===== config.mk =====
export PLATFORM = sky130hd
export DESIGN_NAME = programmable_interrupt_controller
export DESIGN_NICKNAME = d
export VERILOG_FILES = /design/src/sv/pic_pkg.sv /design/src/sv/pic_core.sv /design/src/sv/programmable_interrupt_controller.sv
export SDC_FILE = /design/constraint.sdc
export NUM_CORES = 1
export LEC_CHECK = 0
export BUFFER_PORTS_ARGS = -buffer_cell sky130_fd_sc_hd__clkbuf_2
export CAP_MARGIN = 0
export CORE_AREA = 3 3 133 135
export CTS_CLUSTER_SIZE = 24
export DETAILED_ROUTE_END_ITERATION = 7
export DIE_AREA = 0 0 136 138
export PLACE_DENSITY = 0.77
export SLEW_MARGIN = 20
export SYNTH_ARGS = -nofsm -noshare
export SYNTH_HDL_FRONTEND = slang
export SYNTH_SLANG_ARGS = --single-unit

===== constraint.sdc =====
create_clock -name clk -period 8.67 [get_ports clk]
set_clock_uncertainty 0.1 [all_clocks]
set_input_delay 2.601 -clock clk [delete_from_list [all_inputs] [get_ports clk]]
set_output_delay 2.601 -clock clk [all_outputs]
set_load 0.1 [all_outputs]

===== src/sv/pic_pkg.sv =====
`timescale 1ns / 1ps
// ----------------------------------------------------------------------------
// pic_pkg
// Shared types, codes and priority helpers for the interrupt controller.
// ----------------------------------------------------------------------------
package pic_pkg;

    localparam int LINES = 8;
    localparam logic [7:0] ELCR_MASK_RESET = 8'hff;

    localparam logic [1:0] CMD_LINE  = 2'd0;
    localparam logic [1:0] CMD_WRITE = 2'd1;
    localparam logic [1:0] CMD_READ  = 2'd2;
    localparam logic [1:0] CMD_ACK   = 2'd3;

    localparam logic [1:0] PORT_CMD  = 2'd0;
    localparam logic [1:0] PORT_DATA = 2'd1;

    localparam logic [1:0] PHASE_IDLE = 2'd0;
    localparam logic [1:0] PHASE_ICW2 = 2'd1;
    localparam logic [1:0] PHASE_ICW3 = 2'd2;
    localparam logic [1:0] PHASE_ICW4 = 2'd3;

    localparam logic [2:0] OCW2_ROT_AEOI_CLR = 3'd0;
    localparam logic [2:0] OCW2_EOI          = 3'd1;
    localparam logic [2:0] OCW2_SPEC_EOI     = 3'd3;
    localparam logic [2:0] OCW2_ROT_AEOI_SET = 3'd4;
    localparam logic [2:0] OCW2_ROT_EOI      = 3'd5;
    localparam logic [2:0] OCW2_SET_PRIO     = 3'd6;
    localparam logic [2:0] OCW2_ROT_SPEC_EOI = 3'd7;

    localparam int MF_INIT4    = 0;
    localparam int MF_AEOI     = 1;
    localparam int MF_ROT_AEOI = 2;
    localparam int MF_SFNM     = 3;
    localparam int MF_POLL     = 4;
    localparam int MF_RISR     = 5;
    localparam int MF_SMASK    = 6;

    localparam logic [7:0] POLL_NONE = 8'h07;

    typedef struct packed {
        logic [1:0] cmd;
        logic [2:0] line_index;
        logic       line_level;
        logic [1:0] port_select;
        logic [7:0] write_byte;
    } pic_item_t;

    typedef struct packed {
        logic [7:0] read_byte;
        logic       interrupt_request;
        logic [2:0] pending_line;
        logic [7:0] vector_base;
    } pic_result_t;

    typedef struct packed {
        logic       found;
        logic [2:0] rank;
    } pic_rank_t;

    typedef struct packed {
        logic       hit;
        logic [2:0] line;
    } pic_pend_t;

    function automatic pic_rank_t pic_rank(input logic [7:0] bits, input logic [2:0] rot);
        logic [15:0] dbl;
        logic [7:0]  rotd;
        pic_rank_t   r;
        dbl = {bits, bits};
        rotd = dbl[rot +: 8];
        r.found = |rotd;
        r.rank = '0;
        for (int i = LINES - 1; i >= 0; i--)
        begin
            if (rotd[i])
            begin
                r.rank = 3'(i);
            end
        end
        return r;
    endfunction

    function automatic pic_pend_t pic_pending(input logic [7:0] irr, input logic [7:0] imr,
                                              input logic [7:0] isr, input logic smask,
                                              input logic [2:0] rot);
        pic_rank_t req;
        pic_rank_t svc;
        pic_pend_t p;
        req = pic_rank(irr & ~imr, rot);
        svc = pic_rank(smask ? (isr & ~imr) : isr, rot);
        p.hit = req.found && (!svc.found || (req.rank < svc.rank));
        p.line = p.hit ? 3'(req.rank + rot) : 3'd0;
        return p;
    endfunction

endpackage


===== src/sv/pic_core.sv =====
`timescale 1ns / 1ps
// ----------------------------------------------------------------------------
// pic_core
// Controller state and the update applied for one item.
// ----------------------------------------------------------------------------
module pic_core
(
    input  logic                 clk,
    input  logic                 rst_n,
    input  logic                 en,
    input  pic_pkg::pic_item_t   item,
    input  logic [7:0]           elcr_wmask,
    output pic_pkg::pic_result_t result
);

    logic [7:0] irr_reg, irr_next;
    logic [7:0] prev_reg, prev_next;
    logic [7:0] imr_reg, imr_next;
    logic [7:0] isr_reg, isr_next;
    logic [7:0] elcr_reg, elcr_next;
    logic [2:0] rot_reg, rot_next;
    logic [4:0] base_reg, base_next;
    logic [1:0] phase_reg, phase_next;
    logic [6:0] mf_reg, mf_next;

    logic [7:0]         m;
    logic [7:0]         wb;
    logic [7:0]         rd;
    logic [7:0]         wbit;
    pic_pkg::pic_rank_t isr_rank;
    pic_pkg::pic_pend_t poll_p;
    pic_pkg::pic_pend_t out_p;
    logic [2:0]         eoi_line;

    always_comb
    begin
        m = 8'd1 << item.line_index;
        wb = item.write_byte;
        wbit = 8'd1 << wb[2:0];
        isr_rank = pic_pkg::pic_rank(isr_reg, rot_reg);
        eoi_line = 3'(isr_rank.rank + rot_reg);
        poll_p = pic_pkg::pic_pending(irr_reg, imr_reg, isr_reg, mf_reg[pic_pkg::MF_SMASK],
                                      rot_reg);
        irr_next = irr_reg;
        prev_next = prev_reg;
        imr_next = imr_reg;
        isr_next = isr_reg;
        elcr_next = elcr_reg;
        rot_next = rot_reg;
        base_next = base_reg;
        phase_next = phase_reg;
        mf_next = mf_reg;
        rd = '0;
        unique case (item.cmd)
            pic_pkg::CMD_LINE:
            begin
                if (|(elcr_reg & m))
                begin
                    irr_next = item.line_level ? (irr_reg | m) : (irr_reg & ~m);
                    prev_next = item.line_level ? (prev_reg | m) : (prev_reg & ~m);
                end
                else if (item.line_level)
                begin
                    if (!(|(prev_reg & m)))
                    begin
                        irr_next = irr_reg | m;
                    end
                    prev_next = prev_reg | m;
                end
                else
                begin
                    prev_next = prev_reg & ~m;
                end
            end
            pic_pkg::CMD_WRITE:
            begin
                if (item.port_select[1])
                begin
                    elcr_next = wb & elcr_wmask;
                end
                else if (item.port_select == pic_pkg::PORT_CMD)
                begin
                    if (wb[4])
                    begin
                        irr_next = '0;
                        prev_next = '0;
                        imr_next = '0;
                        isr_next = '0;
                        rot_next = '0;
                        base_next = '0;
                        phase_next = pic_pkg::PHASE_ICW2;
                        mf_next = '0;
                        mf_next[pic_pkg::MF_INIT4] = wb[0];
                    end
                    else if (wb[3])
                    begin
                        if (wb[2])
                        begin
                            mf_next[pic_pkg::MF_POLL] = 1'b1;
                        end
                        if (wb[1])
                        begin
                            mf_next[pic_pkg::MF_RISR] = wb[0];
                        end
                        if (wb[6])
                        begin
                            mf_next[pic_pkg::MF_SMASK] = wb[5];
                        end
                    end
                    else
                    begin
                        case (wb[7:5]) inside
                            pic_pkg::OCW2_ROT_AEOI_CLR: mf_next[pic_pkg::MF_ROT_AEOI] = 1'b0;
                            pic_pkg::OCW2_ROT_AEOI_SET: mf_next[pic_pkg::MF_ROT_AEOI] = 1'b1;
                            pic_pkg::OCW2_EOI, pic_pkg::OCW2_ROT_EOI:
                            begin
                                if (isr_rank.found)
                                begin
                                    isr_next = isr_reg & ~(8'd1 << eoi_line);
                                    if (wb[7:5] == pic_pkg::OCW2_ROT_EOI)
                                    begin
                                        rot_next = 3'(eoi_line + 3'd1);
                                    end
                                end
                            end
                            pic_pkg::OCW2_SPEC_EOI: isr_next = isr_reg & ~wbit;
                            pic_pkg::OCW2_SET_PRIO: rot_next = 3'(wb[2:0] + 3'd1);
                            pic_pkg::OCW2_ROT_SPEC_EOI:
                            begin
                                isr_next = isr_reg & ~wbit;
                                rot_next = 3'(wb[2:0] + 3'd1);
                            end
                            default:
                            begin
                            end
                        endcase
                    end
                end
                else
                begin
                    unique case (phase_reg)
                        pic_pkg::PHASE_IDLE: imr_next = wb;
                        pic_pkg::PHASE_ICW2:
                        begin
                            base_next = wb[7:3];
                            phase_next = pic_pkg::PHASE_ICW3;
                        end
                        pic_pkg::PHASE_ICW3:
                        begin
                            phase_next = mf_reg[pic_pkg::MF_INIT4] ? pic_pkg::PHASE_ICW4
                                                                  : pic_pkg::PHASE_IDLE;
                        end
                        default:
                        begin
                            mf_next[pic_pkg::MF_SFNM] = wb[4];
                            mf_next[pic_pkg::MF_AEOI] = wb[1];
                            phase_next = pic_pkg::PHASE_IDLE;
                        end
                    endcase
                end
            end
            pic_pkg::CMD_READ:
            begin
                if (item.port_select[1])
                begin
                    rd = elcr_reg;
                end
                else if (mf_reg[pic_pkg::MF_POLL])
                begin
                    mf_next[pic_pkg::MF_POLL] = 1'b0;
                    if (poll_p.hit)
                    begin
                        rd = {5'd0, poll_p.line};
                        irr_next = irr_reg & ~(8'd1 << poll_p.line);
                        isr_next = isr_reg & ~(8'd1 << poll_p.line);
                    end
                    else
                    begin
                        rd = pic_pkg::POLL_NONE;
                    end
                end
                else if (item.port_select == pic_pkg::PORT_CMD)
                begin
                    rd = mf_reg[pic_pkg::MF_RISR] ? isr_reg : irr_reg;
                end
                else
                begin
                    rd = imr_reg;
                end
            end
            default:
            begin
                if (mf_reg[pic_pkg::MF_AEOI])
                begin
                    if (mf_reg[pic_pkg::MF_ROT_AEOI])
                    begin
                        rot_next = 3'(item.line_index + 3'd1);
                    end
                end
                else
                begin
                    isr_next = isr_reg | m;
                end
                if (!(|(elcr_reg & m)))
                begin
                    irr_next = irr_reg & ~m;
                end
            end
        endcase
        out_p = pic_pkg::pic_pending(irr_next, imr_next, isr_next,
                                     mf_next[pic_pkg::MF_SMASK], rot_next);
        result.read_byte = rd;
        result.interrupt_request = out_p.hit;
        result.pending_line = out_p.line;
        result.vector_base = {base_next, 3'd0};
    end

    always_ff @(posedge clk or negedge rst_n)
    begin
        if (!rst_n)
        begin
            irr_reg <= '0;
            prev_reg <= '0;
            imr_reg <= '0;
            isr_reg <= '0;
            elcr_reg <= '0;
            rot_reg <= '0;
            base_reg <= '0;
            phase_reg <= pic_pkg::PHASE_IDLE;
            mf_reg <= '0;
        end
        else if (en)
        begin
            irr_reg <= irr_next;
            prev_reg <= prev_next;
            imr_reg <= imr_next;
            isr_reg <= isr_next;
            elcr_reg <= elcr_next;
            rot_reg <= rot_next;
            base_reg <= base_next;
            phase_reg <= phase_next;
            mf_reg <= mf_next;
        end
    end

endmodule


===== src/sv/programmable_interrupt_controller.sv =====
`timescale 1ns / 1ps
// ----------------------------------------------------------------------------
// programmable_interrupt_controller
// Single 8-input 8259A-style interrupt controller on a stream interface.
// ----------------------------------------------------------------------------
// One item per clock while the output register is not held: an item is
// captured in the input register, then applied to the controller state by
// one pass of update and rotating priority logic, and its result lands in
// the output register as the state is updated. The output register stalls
// the chain only while a result waits on m_axis_tready.
// The ELCR writable mask resets to all ones and is written through cfg_we.
module programmable_interrupt_controller
(
    input  logic        clk,
    input  logic        rst_n,
    input  logic        cfg_we,
    input  logic [7:0]  cfg_wdata,
    input  logic        s_axis_tvalid,
    output logic        s_axis_tready,
    input  logic [15:0] s_axis_tdata,  // line_index, line_level, port_select, write_byte
    input  logic [1:0]  s_axis_tuser,  // cmd
    output logic        m_axis_tvalid,
    input  logic        m_axis_tready,
    output logic [23:0] m_axis_tdata   // read_byte, interrupt_request, pending_line,
                                       // vector_base
);

    logic [7:0]           elcr_wmask_reg;
    logic                 in_valid_reg;
    pic_pkg::pic_item_t   in_item_reg;
    logic                 out_valid_reg;
    pic_pkg::pic_result_t out_res_reg;
    pic_pkg::pic_result_t res;
    logic                 advance;

    assign advance = in_valid_reg && (!out_valid_reg || m_axis_tready);
    assign s_axis_tready = !in_valid_reg || advance;

    pic_core u_core
    (
        .clk        (clk),
        .rst_n      (rst_n),
        .en         (advance),
        .item       (in_item_reg),
        .elcr_wmask (elcr_wmask_reg),
        .result     (res)
    );

    always_ff @(posedge clk or negedge rst_n)
    begin
        if (!rst_n)
        begin
            elcr_wmask_reg <= pic_pkg::ELCR_MASK_RESET;
            in_valid_reg <= 1'b0;
            out_valid_reg <= 1'b0;
        end
        else
        begin
            if (cfg_we)
            begin
                elcr_wmask_reg <= cfg_wdata;
            end
            if (s_axis_tready)
            begin
                in_valid_reg <= s_axis_tvalid;
            end
            if (advance)
            begin
                out_valid_reg <= 1'b1;
            end
            else if (m_axis_tready)
            begin
                out_valid_reg <= 1'b0;
            end
        end
    end

    always_ff @(posedge clk)
    begin
        if (s_axis_tready && s_axis_tvalid)
        begin
            in_item_reg.cmd <= s_axis_tuser;
            in_item_reg.line_index <= s_axis_tdata[2:0];
            in_item_reg.line_level <= s_axis_tdata[3];
            in_item_reg.port_select <= s_axis_tdata[5:4];
            in_item_reg.write_byte <= s_axis_tdata[13:6];
        end
        if (advance)
        begin
            out_res_reg <= res;
        end
    end

    assign m_axis_tvalid = out_valid_reg;
    assign m_axis_tdata = {4'd0, out_res_reg.vector_base, out_res_reg.pending_line,
                           out_res_reg.interrupt_request, out_res_reg.read_byte};

    a_ready_when_empty: assert property (@(posedge clk) disable iff (!rst_n)
        !out_valid_reg |-> s_axis_tready)
        else $error("input stalled with empty output register");

    a_advance_fills: assert property (@(posedge clk) disable iff (!rst_n)
        advance |=> out_valid_reg)
        else $error("processed item produced no result");

    a_no_line_without_irq: assert property (@(posedge clk) disable iff (!rst_n)
        (out_valid_reg && !out_res_reg.interrupt_request) |-> (out_res_reg.pending_line == 3'd0))
        else $error("pending line set without a request");

    a_vector_aligned: assert property (@(posedge clk) disable iff (!rst_n)
        out_valid_reg |-> (out_res_reg.vector_base[2:0] == 3'd0))
        else $error("vector base not aligned");

endmodule


# Word-level counts from Yosys, hierarchy flattened
# Cells that the tools add are included.
totals:
  regBits: 100
  in_bits: 31
  output_inout_bits: 26
classes:
  n_addsub: 6
  order_cmp: 2
  n_eq_ne: 20
  n_shift: 9
  muxes: 134
  bitwise_logic: 23
  reduce_logical: 40
op_table:
  columns: ["op", "n"]
  rows:
  - ["$mux W8", 41]
  - ["$mux W3", 59]
  - ["$and A8 B8 Y8", 13]
  - ["$shiftx A16 B4 Y8", 5]
  - ["$reduce_or A8 Y1", 7]
  - ["$not A8 Y8", 6]
  - ["$pmux W8 S3", 2]
  - ["$shl A1 B3 Y8 const A", 4]
  - ["$mux W5", 5]
  - ["$or A8 B8 Y8", 3]
  - ["$reduce_and A5 Y1", 4]
  - ["$mux W1", 17]
  - ["$pmux W8 S2", 1]
  - ["$eq A3 B3 Y1 const B", 4]
  - ["$reduce_and A6 Y1", 2]
  - ["$mux W2", 5]
  - ["$reduce_bool A2 Y1", 5]
  - ["$add A3 B1 Y3 const B", 3]
  - ["$add A3 B3 Y3", 3]
  - ["$ne A2 B1 Y1 const B", 4]
  - ["$ne A2 B2 Y1 const B", 4]
  - ["$mux W7", 1]
  - ["$reduce_and A7 Y1", 1]
  - ["$logic_not A2 Y1", 3]
  - ["18 further kinds", 32]

# Longest topological paths before layout
# Gate-level depths: netlist (run 1).
logic_depth:
  ltp_word: 37
  mapped_depth: 41

# Modules after synthesis
# From an unflattened synthesis (run 1), not the netlist that was laid out.
hier_totals:
  hier_cells: 1095
  area_unflattened_um2: 9292.7
modules_own_cells:
  columns: ["module", "n_inst", "cells_per_inst", "area_each_um2", "seq_area_each_um2"]
  rows:
  - ["pic_core", 1, 1029, 7747.4, 1401.3]
  - ["programmable_interrupt_controller", 1, 66, 1545.2, 1341.3]

# Worst setup path before layout (run 1)
# No wires, ideal clock.
synth_path:
  kind: "reg2reg"
  startpoint: "reg u_core.rot_reg[0]"
  endpoint: "reg out_res_reg, in the netlist m_axis_tdata[11], data pin"
  setup_ns: 0.190
  arrival_ns: 6.992
  t_required_ns: 8.380
  setup_slack_ns: 1.388
  stages_incl_launch_ff: 41
  path_buffers: 7
  synth_period_minus_slack_ns: 7.282
  path_cell_list: "dfrtp_1 -> buf_6 -> buf_12 -> buf_8 -> buf_6 -> buf_6 -> clkbuf_1 -> o21ai_0 -> mux2i_1 -> nor2_1 -> o31ai_1 -> nor2_1 -> o31ai_1 -> o21ai_0 -> nand2_1 -> o31ai_1 -> ha_1 -> fa_1 -> [5 not listed] -> nand3_1 -> nand4_1 -> a221o_1 -> clkbuf_1 -> nor2_1 -> o21ai_0 -> a41oi_1 -> a311oi_1 -> a21oi_1 -> nor2_1 -> nor3_1 -> ha_1 -> a21oi_1 -> o211ai_1 -> or3_1 -> o211ai_1 -> a21oi_2 -> a2111oi_2"
synth_via:
  elab_chain_cells: 36
synth_rtl:
  columns: ["item", "line_no", "text"]
  rows:
  - ["from (decl)", "pic_core.sv:21", "logic [2:0] rot_reg, rot_next;"]
  - ["from (signal assigned)", "pic_core.sv:239", "rot_reg <= rot_next;"]
  - ["$shiftx A16 B4 Y8", "pic_pkg.sv:72", "rotd = dbl[rot +: 8];"]
  - ["$mux W3 (8 in series)", "pic_pkg.sv:77", "if (rotd[i])"]
  - ["$add A3 B3 Y3", "pic_core.sv:41", "eoi_line = 3'(isr_rank.rank + rot_reg);"]
  - ["$shl A1 B3 Y8", "pic_core.sv:119", "isr_next = isr_reg & ~(8'd1 << eoi_line);"]
  - ["$not A8 Y8", "pic_core.sv:119", null]
  - ["$and A8 B8 Y8", "pic_core.sv:119", null]
  - ["$mux W8", "pic_core.sv:117", "if (isr_rank.found)"]
  - ["$mux W8 (3 in series)", "pic_core.sv:112", "case (wb[7:5]) inside"]
  - ["[4 not listed]", null, null]
  - ["$pmux W8 S3", "pic_core.sv:54", "unique case (item.cmd)"]
  - ["$and A8 B8 Y8", "pic_pkg.sv:92", "svc = pic_rank(smask ? (isr & ~imr) : isr, rot);"]
  - ["$mux W8", "pic_pkg.sv:92", null]
  - ["$shiftx A16 B4 Y8", "pic_pkg.sv:72", null]
  - ["$mux W3 (8 in series)", "pic_pkg.sv:77", null]
  - ["$lt A3 B3 Y1", "pic_pkg.sv:93", "p.hit = req.found && (!svc.found || (req.rank < svc.rank));"]
  - ["$logic_or A1 B1 Y1", "pic_pkg.sv:93", null]
  - ["$logic_and A1 B1 Y1", "pic_pkg.sv:93", null]
  - ["to (signal assigned)", "programmable_interrupt_controller.sv:90", "out_res_reg <= res;"]
  - ["to (decl)", "programmable_interrupt_controller.sv:32", "pic_pkg::pic_result_t out_res_reg;"]
# Parallel ways exist; a longest one is shown, timed or not.
# A chain may end at the register's enable or synchronous reset.

# Final worst setup path (run 1)
layout_path:
  startpoint: "reg u_core.rot_reg[2]"
  endpoint: "reg out_res_reg, in the netlist m_axis_tdata[11], data pin"
# Same word-level chain as after synthesis.

==> impl_metrics.ini, run 1 <==
[die]
design.die.area_sq_um = 18770
start_util_pct = 60.93
dieHeight_microns = 138
ioPinCount = 57
core_sq_um = 16580
std_cell_rows = 47
die_w_microns = 136

[route]
vias_per_cell = 7.222
post_drt_wl_per_cell_microns = 22.69
initialDrtViolationCount = 1675
routed-via-count = 10689
drcViolationCount = 0
antenna_left = 0
drt-total-wl_mm = 33.58
firstDrtPassIters = 7

[status]
outcome = complete, no violations

[clocking]
numClockSinks = 99
clockBufferDepth = 2
htreeDepth = 3
cts_buffers = 9
cts.root.buffer_cell = clkbuf_16
cts.reportedPaths.clkPinSlew_ns = 0.07
insertion_delay_ns = 0.36
cts_tree = built

[yosys]
synth_seq_cells = 99
synth_edf_count = 33
yosysUniqueCellTypes = 100
syn_area_sq_um = 10100
syn_area_per_cell_sq_um = 8.007
yosys.area.top_type = dfrtp_1
yosysWarnings = 0
synth_top_area_share_pct = 14.36
yosysSeqAreaShare_pct = 26.25
ys.flop_type = dfrtp_1
synth_area_leaders = dfrtp_1, edfxtp_1, o21ai_0
async_flop_share_pct = 66.67
synthCells = 1262

[final_layout]
largest_reg_flops = 17
drive_above_1_share_pct = 13.83
num-nets-final = 1315
area_delta_synth_final_pct = 6.005
fillers = 1454
layout_commonest_cell = nand2_1
most-common-layout-cells = nand2_1, o21ai_0, a21oi_1

[critical_path]
crit-reg2reg-launch = u_core.rot_reg[2]
regToRegEndpoint = m_axis_tdata[11]
cp_common_cell = o31ai_1
critical_path_class = reg -> reg
cp.required_ns = 8.72
reg2reg_slack_ns = 0.67
max_stage_delay_ns = 0.86
endpoint_kind = register
cp-start-kind = register
path_max_fanout = 24
crit_arrival_ns = 8.05
cp_slowest_cell = dfrtp_1
r2r_cells = 32

[timing]
worstMarginPinSlew_ns = 0.9366
finalMaxSlewViolations = 0
rsz0062_at_grt = no
fin_tns_setup_ns = 0
min_period_ns = 7.999
hold_viol = 0
fin_crit_sh_pct = 92.26
finalSetupViolations = 0
max_slew_margin_pct = 37.56
clock.fmax_ghz = 0.1250

[grt]
use_met2_pct = 51.66
gr-usage-met3_pct = 9.193
grt_overflow = 0
use_met1_pct = 50.61
top_usage_layer = met2
first_global_vias = 9850
globalRouteTotalUtil_pct = 35.48
grt_pass1_wl_mm = 53.39
antenna_found_initial = 0
grt_max_degree = 67

[power]
ir_drop_uv = 262.1
total_power_w = 0.003426
p_leak_nw = 4.216
powerDensity_nw_per_um2 = 319.8

[worst_hold_path]
hold_path_depth = 2
hold-path-endpoint = u_core.prev_reg[1]
hp-start = u_core.prev_reg[1]
hold_path.class = reg -> reg

[place]
place.gp.congestion = 1.017
io_buffers = 47
dp_hpwl_mm = 24.46

[flow_run]
maxCapViolations = 0
worst max path at each step:
| stage | startpoint | endpoint | slack [ns] | cells past startpoint |
|---|---|---|---|---|
| global placement | u_core.rot_reg[1] | m_axis_tdata[11] | 0.79 | 33 |
| finish | u_core.rot_reg[2] | m_axis_tdata[11] | 0.67 | 32 |
| detailed placement | u_core.rot_reg[1] | m_axis_tdata[11] | 0.62 | 33 |
| global route | u_core.rot_reg[0] | m_axis_tdata[11] | 0.08 | 29 |
| CTS | u_core.rot_reg[1] | m_axis_tdata[11] | 0.59 | 33 |
| floorplan | u_core.rot_reg[0] | m_axis_tdata[11] | 1.39 | 40 |
power by group:
group	internal, W	total [W]	switching (W)
Combinational	0.000810	0.00222	0.00141
Clock	0.000219	0.000413	0.000193
Sequential	0.000591	0.000789	0.000197
final cells by class:
class	instances	area, sq um	area share [%]
Inverter	46	172.7	1.612
Multi-Input combinational cell	1018	6818	63.65
Sequential cell	99	2658	24.81
Antenna cell	2	5.005	0.04672
Clock inverter	5	53.80	0.5023
Timing Repair Buffer	79	475.5	4.439
Clock buffer	11	254.0	2.371
Tap cell	220	275.3	2.570
per-stage QoR:
| stage | cell area [sq um] | setup slack [ns] | std cells | hold WS [ns] | util, % |
|---|---|---|---|---|---|
| after floorplan | 10130 | 1.388 | 1268 | 0.3479 | - |
| after global placement | 10400 | 0.7856 | 1462 | 0.3660 | 62.68 |
| final | 10710 | 0.6710 | 1480 | 0.3971 | 64.59 |
| after detailed placement | 10400 | 0.6172 | 1462 | 0.3772 | 62.68 |
| after global routing | 10710 | 0.07995 | 1478 | 0.4324 | 64.56 |
| after CTS | 10700 | 0.5854 | 1478 | 0.3935 | 64.54 |
metal layers:
metal  part of all wire [%]  vias up
met5                      0        -
met4                    4.4        0
met3                     13      136
met2                     43      753
met1                     40     5016
li1                       -     4784
synth_stat cells (6+ instances only):
| master | n |
|---|---|
| a211oi_1 | 12 |
| a21boi_0 | 7 |
| a21o_1 | 9 |
| a21oi_1 | 76 |
| a221oi_1 | 16 |
| a22o_1 | 10 |
| a22oi_1 | 17 |
| a311oi_1 | 7 |
| a31oi_1 | 25 |
| a32oi_1 | 6 |
| and2_1 | 14 |
| and3_1 | 10 |
| and4b_1 | 7 |
| buf_2 | 10 |
| buf_4 | 9 |
| clkbuf_1 | 80 |
| dfrtp_1 | 58 |
| dfstp_2 | 8 |
| edfxtp_1 | 33 |
| ha_1 | 28 |
| inv_1 | 43 |
| mux2_2 | 16 |
| mux2i_1 | 24 |
| mux4_2 | 19 |
| nand2_1 | 167 |
| nand2b_1 | 25 |
| nand3_1 | 32 |
| nand4_1 | 10 |
| nor2_1 | 65 |
| nor2b_1 | 20 |
| nor3_1 | 37 |
| nor3b_1 | 6 |
| nor4_1 | 11 |
| nor4b_1 | 6 |
| nor4bb_1 | 11 |
| o211ai_1 | 24 |
| o21ai_0 | 129 |
| o21ai_1 | 7 |
| o22ai_1 | 6 |
| o31ai_1 | 12 |
| or2_2 | 8 |
| or3_1 | 9 |
cells by family (layout without fill, tap and decap cells):
logic type      Yosys count  count (layout)  synth area share (%)
fa+ha+maj                31              31                 4.061
xor+xnor                  5               5                0.4335
compound gates          454             454                 30.51
other cells               1               9               0.03711
buf+inv                 151             141                 6.562
simple gates            461             461                 23.53
mux                      60              60                 8.618
flops                    99              99                 26.25
worst max-delay path, delay by kind of cell, from the launching register on:
kind | cells | cell delay [ns]
flops | 1 | 0.86
buf+inv | 1 | 0.42
compound gates | 15 | 3.46
fa+ha+maj | 4 | 1.18
simple gates | 11 | 1.46
xor+xnor | 1 | 0.29
repair_timing:
| action | in CTS | in global routing |
|---|---|---|
| endpoints found under the hold margin | 0 | 0 |
| buffers inserted | 0 | 0 |
| gates resized for setup | 0 | 2 |
| setup endpoints to repair | 0 | 1 |
| hold buffers | 0 | 0 |
No activity file was read; power rests on OpenSTA's default activity.
==> run 2, diff against run 1 <==
CORE_AREA = 3 3 154 156   (was 3 3 133 135)
DIE_AREA = 0 0 157 159   (was 0 0 136 138)
PLACE_DENSITY = not set   (was 0.77)
clock period = 10.2 ns   (was 8.67 ns; I/O delays follow)
==> impl_metrics.ini, run 2 (synthesized netlist as in run 1, its figures left out) <==
[timing]
finalSetupViolations = 0
setup_slack_ns = 1.713
clock.fmax_ghz = 0.1178
fin_crit_sh_pct = 83.20
hold_viol = 0
worstMarginPinSlew_ns = 0.9833
finalMaxSlewViolations = 0
hold-worst-slack_ns = 0.3897
max_slew_margin_pct = 33.94
rsz0062_at_grt = no
min_period_ns = 8.487
fin_tns_setup_ns = 0

[flow_run]
maxCapViolations = 0

[power]
power_frac_comb_pct = 63.6
ir_drop_uv = 213.7
p_leak_nw = 4.165
p_int_w = 0.001346
pwr-share-seq_pct = 23.9
clkPwrFrac_pct = 12.4
switching_share_pct = 53.56
p_switching_w = 0.001552
powerDensity_nw_per_um2 = 270.6

[critical_path]
cp-start-kind = register
endpoint_kind = register
crit_arrival_ns = 8.54
path_max_fanout = 26
critical_path_class = reg -> reg
cp.required_ns = 10.25

[worst_hold_path]
hold_path.class = reg -> reg

[die]
std_cell_rows = 55
design.die.area_sq_um = 24960
die_w_microns = 157
ioPinCount = 57
dieHeight_microns = 159
core_sq_um = 22500
start_util_pct = 44.90

[place]
place_inst = 1516
dpl-instance-area_sq_um = 10390
place.gp.congestion = 0.9744
dp_hpwl_mm = 25.48
io_buffers = 47
dp_slack_ns = 1.859

[final_layout]
largest_reg_flops = 17
drive_above_1_share_pct = 13.07
final_area_sq_um = 10710
antennaDiodeCount = 0
most-common-layout-cells = nand2_1, o21ai_0, a21oi_1
area_delta_synth_final_pct = 5.993
layout_commonest_cell = nand2_1
num-nets-final = 1304
final_cells = 1532

[clocking]
cts.root.buffer_cell = clkbuf_16
insertion_delay_ns = 0.36
htreeDepth = 3
clockBufferDepth = 2
cts.reportedPaths.clkPinSlew_ns = 0.08
post_cts_resized = 0
post_cts_buffers = 0
cts_buffers = 9
numClockSinks = 99
cts_tree = built
postCtsHoldBufs = 0

[route]
initialDrtViolationCount = 1183
antenna_left = 0
firstDrtPassIters = 6
post_drt_wl_per_cell_microns = 22.85
vias_per_cell = 6.836
drt-total-wl_mm = 35.00
routed-via-count = 10473
drcViolationCount = 0

[grt]
first_global_vias = 9566
grt_pass1_wl_mm = 55.35
globalRouteTotalUtil_pct = 27.64
grt_max_degree = 67
antenna_found_initial = 0
grt_overflow = 0

[status]
outcome = complete, no violations
## run 2: cell count changes in the layout (fill, tap and decap cells not counted), sizes merged
cell    change
buf        -11
clkbuf      -2
diode       -2
clkinv      +1
inv         +1
## run 2: path summary, 6_finish.rpt
path	start	endpoint	slack (ns)	depth (start not counted)
setup / recovery	u_core.rot_reg[2]	m_axis_tdata[11]	1.71	25
hold / removal	u_core.prev_reg[1]	u_core.prev_reg[1]	0.39	2
setup reg to reg	u_core.rot_reg[2]	m_axis_tdata[11]	1.71	25
hold reg to reg	u_core.prev_reg[1]	u_core.prev_reg[1]	0.39	2
max in group asynchronous	rst_n	u_core.rot_reg[0]	6.52	2
min in group asynchronous	rst_n	in_valid_reg	2.80	2
## run 2: final cells by class
| class | instances | area [sq um] |
|---|---|---|
| multi-input combinational | 1018 | 6818 |
| inverter | 46 | 172.7 |
| sequential | 99 | 2654 |
| timing repair buffer | 68 | 392.9 |
| clock buffer | 9 | 225.2 |
| fill | 2248 | 11790 |
| tap | 285 | 356.6 |
| clock inverter | 7 | 91.34 |
## run 2: critical path, stage by stage, from the launching register on
cell	delay (ns)
dfrtp_1	0.94
inv_2	0.33
mux4_2	0.55
mux2i_1	0.34
nand2b_1	0.16
nand2_1	0.05
o21ai_0	0.15
a211oi_1	0.09
or4_1	0.48
fa_1	0.73
inv_1	0.17
or3_1	0.49
o41ai_1	0.72
or3_1	0.23
a41oi_1	0.18
a311oi_1	0.51
a21oi_1	0.13
nor2_1	0.18
nor3_1	0.08
ha_1	0.31
a21oi_1	0.17
o211ai_1	0.15
or3_1	0.38
o211ai_1	0.14
a21oi_2	0.15
a2111oi_2	0.38
## run 2: layer usage
metal  part of all wire [%]  track usage [%]  vias up
met5                      0                0        -
met4                    3.1            7.959        0
met3                    9.7            4.376       85
met2                     43            40.98      605
met1                     44            41.48     5006
li1                       -                -     4777
## run 2: power by group through the flow
stage	Clock [W]	Combinational, W	Sequential (W)
final	0.000361	0.00184	0.000693
after global routing	0.000384	0.00203	0.000699
after CTS	0.000366	0.00181	0.000679
after detailed placement	0	0.00180	0.000687
after global placement	0	0.00179	0.000687
after floorplan	0	0.00136	0.000666
## run 2: per-stage QoR
stage / power [W] / util (%)
final: 0.002898 / 47.60
after global routing: 0.003112 / 47.60
after CTS: 0.002851 / 47.60
after detailed placement: 0.002483 / 46.19
after global placement: 0.002472 / 46.19
after floorplan: 0.002028 / -
